[config.mk]
export PLATFORM = sky130hd
export DESIGN_NAME = unordered_set_table_unit
export DESIGN_NICKNAME = d
export VERILOG_FILES = /design/src/rtl/core/ust_pkg.sv /design/src/rtl/core/ust_ram.sv /design/src/rtl/core/unordered_set_table_unit.sv
export SDC_FILE = /design/constraint.sdc
export NUM_CORES = 1
export LEC_CHECK = 0
export BUFFER_PORTS_ARGS = -buffer_cell sky130_fd_sc_hd__clkbuf_2
export CAP_MARGIN = 20
export CORE_MARGIN = 1
export CORE_UTILIZATION = 62
export CTS_CLUSTER_DIAMETER = 30
export CTS_CLUSTER_SIZE = 28
export DETAILED_ROUTE_END_ITERATION = 8
export PLACE_DENSITY = 0.9
export SETUP_SLACK_MARGIN = 0.3
export SYNTH_ARGS = -nofsm -noshare
export SYNTH_HDL_FRONTEND = slang
export SYNTH_HIERARCHICAL = 1
export SYNTH_SLANG_ARGS = --single-unit
[constraint.sdc]
create_clock -name clk -period 5.7 [get_ports clk]
set_input_delay 1.71 -clock clk [delete_from_list [all_inputs] [get_ports clk]]
set_output_delay 1.71 -clock clk [all_outputs]
set_load 0.005 [all_outputs]
[src/rtl/core/ust_pkg.sv]
// ----------------------------------------------------------------------------
// ust_pkg
// Request codes and controller state encoding for the unordered set table.
// ----------------------------------------------------------------------------
package ust_pkg;

    localparam logic [1:0] MODE_QUERY  = 2'd0;
    localparam logic [1:0] MODE_ADD    = 2'd1;
    localparam logic [1:0] MODE_REMOVE = 2'd2;

    localparam int unsigned ValueWidth = 32;
    localparam int unsigned CountWidth = 5;

    typedef enum logic [4:0] {
        ST_IDLE   = 5'b00001,
        ST_SCAN   = 5'b00010,
        ST_REM_RD = 5'b00100,
        ST_REM_WR = 5'b01000,
        ST_DONE   = 5'b10000
    } ust_state_t;

endpackage

[src/rtl/core/ust_ram.sv]
// ----------------------------------------------------------------------------
// ust_ram
// Generic single write port, single read port RAM with registered read data.
// ----------------------------------------------------------------------------
module ust_ram #(
    parameter int unsigned WIDTH = 32,
    parameter int unsigned DEPTH = 16
) (
    input  logic                     clk,
    input  logic                     wr_en,
    input  logic [$clog2(DEPTH)-1:0] wr_addr,
    input  logic [WIDTH-1:0]         wr_data,
    input  logic [$clog2(DEPTH)-1:0] rd_addr,
    output logic [WIDTH-1:0]         rd_data
);

    logic [WIDTH-1:0] mem [DEPTH];
    logic [WIDTH-1:0] rd_data_reg;

    always_ff @(posedge clk)
    begin
        if (wr_en)
        begin
            mem[wr_addr] <= wr_data;
        end
        rd_data_reg <= mem[rd_addr];
    end

    assign rd_data = rd_data_reg;

endmodule

[src/rtl/core/unordered_set_table_unit.sv]
// ----------------------------------------------------------------------------
// unordered_set_table_unit
// Set of distinct 32-bit values held in a RAM plus an element count.
//
// Input channel (in_valid/in_ready): mode and value. Mode 0 queries
// membership, 1 adds the value, 2 removes it; mode 3 is ignored.
// Output channel (out_valid/out_ready): success, full_res and the count
// after the request, one result per item.
// Entries are scanned in order through the single RAM read port, one read
// per cycle, until a hit or the end of the set ends the scan. A remove that
// hits then swaps the last entry into the hole through ST_REM_RD and
// ST_REM_WR before the result is loaded.
// One item is worked on at a time. The next item can be accepted in the cycle
// after the result is loaded, so no item is taken before the last one is
// through. A finished result sits in an output register, so the next item is
// accepted while it waits; a stalled receiver holds that next item at its end
// until the register frees.
// Reset empties the set at once; the RAM contents are not cleared and are
// only read below the element count.
// ----------------------------------------------------------------------------
module unordered_set_table_unit #(
    parameter int unsigned CAPACITY = 16
) (
    input  logic                                 clk,
    input  logic                                 rst_n,
    input  logic                                 in_valid,
    output logic                                 in_ready,
    input  logic [1:0]                           mode,
    input  logic signed [ust_pkg::ValueWidth-1:0] value,
    output logic                                 out_valid,
    input  logic                                 out_ready,
    output logic                                 success,
    output logic                                 full_res,
    output logic [ust_pkg::CountWidth-1:0]       count
);

    import ust_pkg::*;

    localparam int unsigned AW = $clog2(CAPACITY);
    localparam int unsigned CW = $clog2(CAPACITY + 1);

    ust_state_t             state_reg, state_next;
    logic [1:0]             mode_reg, mode_next;
    logic [ValueWidth-1:0]  value_reg, value_next;
    logic [CW-1:0]          count_reg, count_next;
    logic [CW-1:0]          issue_reg, issue_next;
    logic                   cmp_vld_reg, cmp_vld_next;
    logic [AW-1:0]          cmp_idx_reg, cmp_idx_next;
    logic [AW-1:0]          slot_reg, slot_next;
    logic                   ok_reg, ok_next;
    logic                   full_reg, full_next;

    logic                   out_valid_reg, out_valid_next;
    logic                   success_reg, success_next;
    logic                   full_res_reg, full_res_next;
    logic [CountWidth-1:0]  count_out_reg, count_out_next;

    logic                   wr_en;
    logic [AW-1:0]          wr_addr;
    logic [ValueWidth-1:0]  wr_data;
    logic [AW-1:0]          rd_addr;
    logic [ValueWidth-1:0]  rd_data;

    logic [CW-1:0]          last_idx;
    logic                   hit;
    logic                   scan_end;
    logic                   out_free;
    logic [CW+CountWidth-1:0] count_wide;

    ust_ram #(
        .WIDTH (ValueWidth),
        .DEPTH (CAPACITY)
    ) u_store (
        .clk     (clk),
        .wr_en   (wr_en),
        .wr_addr (wr_addr),
        .wr_data (wr_data),
        .rd_addr (rd_addr),
        .rd_data (rd_data)
    );

    assign last_idx   = count_reg - {{(CW-1){1'b0}}, 1'b1};
    assign hit        = cmp_vld_reg && (rd_data == value_reg);
    assign scan_end   = (issue_reg >= count_reg) && !cmp_vld_reg;
    assign out_free   = !out_valid_reg || out_ready;
    assign in_ready   = (state_reg == ST_IDLE);
    assign count_wide = {{CountWidth{1'b0}}, count_reg};
    assign rd_addr    = (state_reg == ST_REM_RD) ? last_idx[AW-1:0] : issue_reg[AW-1:0];

    always_comb
    begin
        state_next     = state_reg;
        mode_next      = mode_reg;
        value_next     = value_reg;
        count_next     = count_reg;
        issue_next     = issue_reg;
        cmp_vld_next   = 1'b0;
        cmp_idx_next   = cmp_idx_reg;
        slot_next      = slot_reg;
        ok_next        = ok_reg;
        full_next      = full_reg;
        out_valid_next = out_valid_reg && !out_ready;
        success_next   = success_reg;
        full_res_next  = full_res_reg;
        count_out_next = count_out_reg;
        wr_en          = 1'b0;
        wr_addr        = count_reg[AW-1:0];
        wr_data        = value_reg;

        unique case (state_reg)
            ST_IDLE:
            begin
                if (in_valid)
                begin
                    mode_next  = mode;
                    value_next = value;
                    issue_next = '0;
                    state_next = ST_SCAN;
                end
            end
            ST_SCAN:
            begin
                if (hit || scan_end)
                begin
                    slot_next  = cmp_idx_reg;
                    ok_next    = 1'b0;
                    full_next  = 1'b0;
                    state_next = ST_DONE;
                    case (mode_reg)
                        MODE_QUERY:
                        begin
                            ok_next = hit;
                        end
                        MODE_ADD:
                        begin
                            if (!hit)
                            begin
                                if (count_reg == CW'(CAPACITY))
                                begin
                                    full_next = 1'b1;
                                end
                                else
                                begin
                                    wr_en      = 1'b1;
                                    wr_addr    = count_reg[AW-1:0];
                                    wr_data    = value_reg;
                                    count_next = count_reg + {{(CW-1){1'b0}}, 1'b1};
                                    ok_next    = 1'b1;
                                end
                            end
                        end
                        MODE_REMOVE:
                        begin
                            if (hit)
                            begin
                                state_next = ST_REM_RD;
                            end
                        end
                        default:
                        begin
                            ok_next = 1'b0;
                        end
                    endcase
                end
                else if (issue_reg < count_reg)
                begin
                    cmp_vld_next = 1'b1;
                    cmp_idx_next = issue_reg[AW-1:0];
                    issue_next   = issue_reg + {{(CW-1){1'b0}}, 1'b1};
                end
            end
            ST_REM_RD:
            begin
                state_next = ST_REM_WR;
            end
            ST_REM_WR:
            begin
                wr_en      = 1'b1;
                wr_addr    = slot_reg;
                wr_data    = rd_data;
                count_next = last_idx;
                ok_next    = 1'b1;
                state_next = ST_DONE;
            end
            ST_DONE:
            begin
                if (out_free)
                begin
                    out_valid_next = 1'b1;
                    success_next   = ok_reg;
                    full_res_next  = full_reg;
                    count_out_next = count_wide[CountWidth-1:0];
                    state_next     = ST_IDLE;
                end
            end
            default:
            begin
                state_next = ST_IDLE;
            end
        endcase
    end

    always_ff @(posedge clk or negedge rst_n)
    begin
        if (!rst_n)
        begin
            state_reg     <= ST_IDLE;
            count_reg     <= '0;
            cmp_vld_reg   <= 1'b0;
            out_valid_reg <= 1'b0;
        end
        else
        begin
            state_reg     <= state_next;
            count_reg     <= count_next;
            cmp_vld_reg   <= cmp_vld_next;
            out_valid_reg <= out_valid_next;
        end
    end

    always_ff @(posedge clk)
    begin
        mode_reg      <= mode_next;
        value_reg     <= value_next;
        issue_reg     <= issue_next;
        cmp_idx_reg   <= cmp_idx_next;
        slot_reg      <= slot_next;
        ok_reg        <= ok_next;
        full_reg      <= full_next;
        success_reg   <= success_next;
        full_res_reg  <= full_res_next;
        count_out_reg <= count_out_next;
    end

    assign out_valid = out_valid_reg;
    assign success   = success_reg;
    assign full_res  = full_res_reg;
    assign count     = count_out_reg;

endmodule

After elaboration in Yosys (flattened, before gate mapping)
Memories as Yosys holds them, arrays and structs flattened. A register that Yosys moved wholly into a read port is not among the register bits.
Index checks and enable logic that the tools add are counted.

word-level totals
  bits in registers = 68
  bits in latches = 0
  memory bits (writable) = 512
  ROM bits = 0
  input port bits = 38
  output and inout bits = 9
  logic and storage cells = 93
  memories = 1

cells by class
  $add $sub $neg = 3
  $mul = 0
  divide/modulo/power cells = 0
  order comparisons = 2
  eq/ne operators = 17
  shift-type cells = 0
  mux-type cells = 34
  bitwise logic cells = 2
  reductions and logical operators = 20

memories
  memory       words  width  rd ports  clocked after memory_dff  wr ports  RTL line       source
  u_store.mem  16     32     1         1                         1         ust_ram.sv:17  logic [WIDTH-1:0] mem [DEPTH];

operator list
  kind                                                                 number
  5-bit 2-to-1 mux                                                     12
  32-bit == test                                                       1
  32-bit 2-to-1 mux                                                    1
  5-bit case mux with 5 select lines                                   1
  5-bit case mux with 2 select lines                                   2
  2-bit inequality test (second input constant)                        7
  1-bit 2-to-1 mux                                                     13
  5-bit by 1-bit adder with 5-bit output (second input constant)       2
  5-bit == test (second input constant)                                2
  4-bit 2-to-1 mux                                                     2
  2-bit AND reduction                                                  4
  1-bit case mux with 2 select lines                                   3
  3-bit AND reduction                                                  2
  5-bit by 1-bit == test with 1-bit output (second input constant)     1
  5-bit by 2-bit == test with 1-bit output (second input constant)     1
  5-bit by 3-bit == test with 1-bit output (second input constant)     1
  5-bit by 4-bit == test with 1-bit output (second input constant)     1
  5-bit greater-or-equal comparator                                    1
  5-bit < comparator                                                   1
  5-bit AND reduction                                                  1
  5-bit by 1-bit subtractor with 5-bit output (second input constant)  1
  4-bit AND reduction                                                  1
  2-bit nonzero test                                                   2
  1-bit logical AND                                                    3
  8 further kinds                                                      12

Depth between registers and ports, before layout
  depth in word-level cells = 8
  gate-level depth with buffers = 10
  depth with buffers taken out = 9

Hierarchy
The synthesis kept the hierarchy.

modules (own cells, without submodules)
  module                    instances  cells each  area an instance (um2)  seq. area each (um2)
  ust_ram                   1          838         19835.3                 16015.4
  unordered_set_table_unit  1          341         3504.6                  1983.2

Worst setup path after synthesis
No wires, ideal clock.

  path type = reg-to-reg
  from = register count_reg[2]
  to = memory u_store.mem[0][0], enable pin
  library setup time = 0.461 ns
  data arrival time = 4.412 ns
  data required time = 5.239 ns
  slack = 0.827 ns
  cell stages (with the launch flop) = 11
  buffers on the path = 1
  period minus slack after synthesis = 4.873 ns
  cell sequence = dfrtp_1 > clkbuf_1 > inv_1 > ha_1 > nand3_1 > nor2_1 > a21oi_1 > nor4_4 > or2_2 > or3b_2 > nor3_1

between the ends
  word-level cells in the longest chain between the ends = 8
  elaborated cells between the ends (all ways) = 12
  classes of those cells = 1 x order compare; 1 x eq/ne; 8 x mux; 2 x reduce/logical

RTL lines
  item                                        RTL line                         source
  start, declared                             unordered_set_table_unit.sv:45   logic [CW-1:0] count_reg, count_next;
  start signal, assigned                      unordered_set_table_unit.sv:215  count_reg <= count_next;
  5-bit == test                               unordered_set_table_unit.sv:138  if (count_reg == CW'(CAPACITY))
  1-bit 2-to-1 mux                            unordered_set_table_unit.sv:138
  1-bit 2-to-1 mux                            unordered_set_table_unit.sv:136  if (!hit)
  1-bit 2-to-1 mux                            unordered_set_table_unit.sv:129  case (mode_reg)
  1-bit 2-to-1 mux (*)                        unordered_set_table_unit.sv:123  if (hit || scan_end)
  1-bit case mux with 2 select lines (*)      unordered_set_table_unit.sv:110  unique case (state_reg)
  named net wr_en                             unordered_set_table_unit.sv:58   logic wr_en;
  1-bit 2-to-1 mux (*)                        ust_ram.sv:22                    if (wr_en)
  1-bit 2-to-1 mux (not written as such) (*)  ust_ram.sv:24                    mem[wr_addr] <= wr_data;
  end, declared                               ust_ram.sv:17

The timed path passes the listed nets; every way through them passes the cells marked *.

Worst setup path after layout
  from = register state_reg[1]
  to = memory u_store.mem[13][25], enable pin

between the ends
  elaborated cells between the ends (all ways) = 6
  classes of those cells = 2 x eq/ne; 4 x mux

RTL lines
  item                                      RTL line                         source
  start, declared                           unordered_set_table_unit.sv:42   ust_state_t state_reg, state_next;
  start signal, assigned                    unordered_set_table_unit.sv:214  state_reg <= state_next;
  5-bit by 4-bit == test with 1-bit output  unordered_set_table_unit.sv:110
  4-bit 2-to-1 mux                          --
  named net wr_addr[0]                      unordered_set_table_unit.sv:59   logic [AW-1:0] wr_addr;

The timed path passes the listed nets, and every way through them passes these cells.

==> impl_metrics.py <==
metrics = {
    "outcome": {
        "status": "finished clean",
    },
    "cts": {
        "postCtsSetupBuffers": 0,
        "numCtsBuffers": 98,
        "post_cts_resized": 0,
        "clock_latency_ns": 0.64,
        "clockRootBuffer": "clkbuf_16",
        "cts_max_path_buffers": 3,
        "path_clk_slew_ns": 0.05,
        "cts_tree": "built",
        "cts_max_level": 3,
        "cts.sink_count": 612,
        "ctsHoldBuffers": 0,
    },
    "cells_and_area": {
        "fillers": 1761,
        "final_layout_size_suffix_gt1_frac": 0.295,
        "num-nets-final": 1347,
        "area_growth_pct": 19.0,
        "largest_reg_flops": 512,
        "stdcell_count": 1853,
        "utilization": 0.755,
        "diodes": 0,
        "design_area_sq_um": 27800,
    },
    "worst_setup_path": {
        "r2r-end": "u_store/mem[13][25]",
        "end_kind": "register",
        "r2r_start": "state_reg[1]",
        "crit_arrival_ns": 4.50,
        "critPathLaunchType": "register",
        "critical-path-max-stage-delay_ns": 0.92,
        "crit_type": "register to register",
        "crit_fanout": 28,
        "r2r_slack_ns": 1.50,
        "crit_path_cell_trace": "nor3_1 > and3b_2 > nand2_1 > o21ai_0 > nand2b_1 > nor2_4 > buf_4",
        "slowest_stage": "nor2_4",
        "worstRegToRegCells": 7,
        "crit_required_ns": 6.00,
    },
    "synth": {
        "yosys.area_share.simple": 0.0430,
        "synth_top_family_by_area": "multiplexers",
        "synth.net_count": 1226,
        "synth_adder_area_share": 0.00482,
        "synth_xor_area_frac": 0.0116,
        "synth.distinct_cells": 48,
        "synth_ff_type": "edfxtp_1",
        "synth-compound-area-share": 0.0308,
        "ys_seq_area_frac": 0.771,
        "ys_ff_latch": 612,
        "ys.warnings.count": 6,
        "netlist_area_sq_um": 23300,
        "avgSynthCellArea_sq_um": 19.8,
        "synthMuxAreaShare": 0.125,
        "synthCells": 1179,
        "ys_async_sr_fraction": 0.0196,
        "synth_edf_count": 568,
    },
    "floorplanning": {
        "std_cell_rows": 70,
        "core_area_sq_um": 36800,
        "start_util": 0.634,
        "io-pin-count": 47,
        "die_y_um": 196,
        "dieArea_sq_um": 38400,
        "fp.dieW_um": 196,
    },
    "placed_design": {
        "hpwl_mm": 28.9,
        "place_area_sq_um": 24400,
        "io_buffers": 46,
        "finalWeightedCongestion": 0.886,
        "dp_cells": 1664,
    },
    "global_route": {
        "overflow": 0,
        "grt_max_degree": 129,
        "grt_pass1_vias": 13492,
        "grt_first_pass_wirelength_mm": 88.5,
        "grt_usage": 0.328,
        "antenna_found_initial": 0,
    },
    "drt": {
        "drt-initial-drc-count": 2161,
        "drt-pass1-iter-count": 6,
        "viasPerCell": 7.08,
        "ant_nets": 0,
        "post-route-drc-count": 0,
        "wire_per_inst_um": 33.5,
        "routed-via-count": 13115,
        "finalWirelength_mm": 62.2,
    },
    "sta": {
        "slew_viol_final": 0,
        "finalSetupTns_ns": 0,
        "slew_headroom": 0.216,
        "setup_violations": 0,
        "period_needed_ns": 4.20,
        "max_slew.worst_pin.slew_ns": 1.18,
        "fmax_mhz": 238,
        "clock-skew-final_ns": 0.0365,
        "hold_viol": 0,
        "rsz0062_at_grt": "no",
        "timing.final.crit_share": 0.736,
        "holdWs_ns": 0.415,
    },
    "job": {
        "maxCapViolations": 0,
    },
    "power_and_ir_drop": {
        "power_density_nw_per_um2": 492,
        "leakagePower_uw": 0.00931,
        "irDropWorstVdd_uv": 349,
    },
    "min_path": {
        "hold_end": "slot_reg[2]",
        "hold_class": "register to register",
        "hold_start": "cmp_idx_reg[2]",
        "worstHoldPathCells": 0,
    },
}
cells by family after synthesis:
family,after synthesis
fa+ha+maj,9
flops,612
buf+inv,72
xor+xnor,31
simple gates,223
compound gates,101
mux,131
where the power goes:
group / switching [uW] / internal [uW]
clock network: 2310 / 3690
registers: 229 / 5360
logic: 1290 / 786
total: 3820 / 9830
through the flow:
step	total power [uW]	setup WS (ns)
after floorplan	6930	0.827
after global placement	7470	1.90
after detailed placement	7570	1.76
after CTS	13600	1.66
after global routing	14000	1.45
final	13700	1.50
final cells by class:
class                      count  area, sq um  share of cell area
clock inverter                75          762              0.0274
tap                          468          586              0.0211
timing repair buffer          76          598              0.0215
multi-input combinational    495         5180               0.187
sequential                   612        18000               0.648
clock buffer                 110         2580              0.0929
inverter                      17         63.8             0.00230
metal layers:
metal  GRT usage  vias to the layer above  share of wire
met5           0                        -              0
met4       0.184                        0          0.052
met3      0.0842                      227           0.12
met2       0.522                     1226           0.50
met1       0.416                     6629           0.33
li1            -                     5033              -
synthesized netlist by cell type (4+ instances only):
library cell | count | share of area
xnor2_1 | 26 | 0.0098
nor2_1 | 24 | 0.0039
nand3b_1 | 4 | 0.0013
nand2b_1 | 8 | 0.0021
dfrtp_1 | 11 | 0.012
o21ai_0 | 14 | 0.0030
xor2_1 | 5 | 0.0019
nand4_1 | 5 | 0.0013
buf_4 | 10 | 0.0032
inv_1 | 17 | 0.0027
buf_2 | 8 | 0.0017
edfxtp_1 | 568 | 0.73
buf_1 | 10 | 0.0016
clkbuf_1 | 27 | 0.0043
mux4_2 | 128 | 0.12
nor4_1 | 4 | 0.0011
a22oi_1 | 65 | 0.021
nor2b_1 | 11 | 0.0029
nand3_1 | 8 | 0.0017
a21oi_1 | 6 | 0.0013
nand2_1 | 137 | 0.022
ha_1 | 9 | 0.0048
nor3_1 | 10 | 0.0021
dfxtp_1 | 32 | 0.027
layout by cell type, fill, tap and decap left out, drive strengths merged, types with 11 or more instances in the layout:
cell and instances:
edfxtp 568, clkbuf 156, nand2 137, mux4 128, a22oi 65, inv 40
dfxtp 32, buf 30, clkinv 27, xnor2 26, nor2 24, clkinvlp 17
o21ai 15, dfrtp 11, nor2b 11
worst max-delay path: cells and delay by family (launching register included):
kind / cells / cell delay [ns]
compound gates: 1 / 0.42
simple gates: 5 / 2.62
buf+inv: 1 / 0.43
flops: 1 / 0.41
worst max path at each step:
stage | start | to | slack [ns] | cells past startpoint
global placement | state_reg[3] | u_store/mem[2][0] | 1.90 | 6
finish | state_reg[1] | u_store/mem[13][25] | 1.50 | 7
global route | state_reg[0] | u_store/mem[13][13] | 1.45 | 6
CTS | state_reg[1] | u_store/mem[15][21] | 1.66 | 7
floorplan | count_reg[2] | u_store/mem[0][0] | 0.83 | 10
detailed placement | state_reg[3] | u_store/mem[3][15] | 1.76 | 6
No activity file was read; power rests on OpenSTA's default activity.
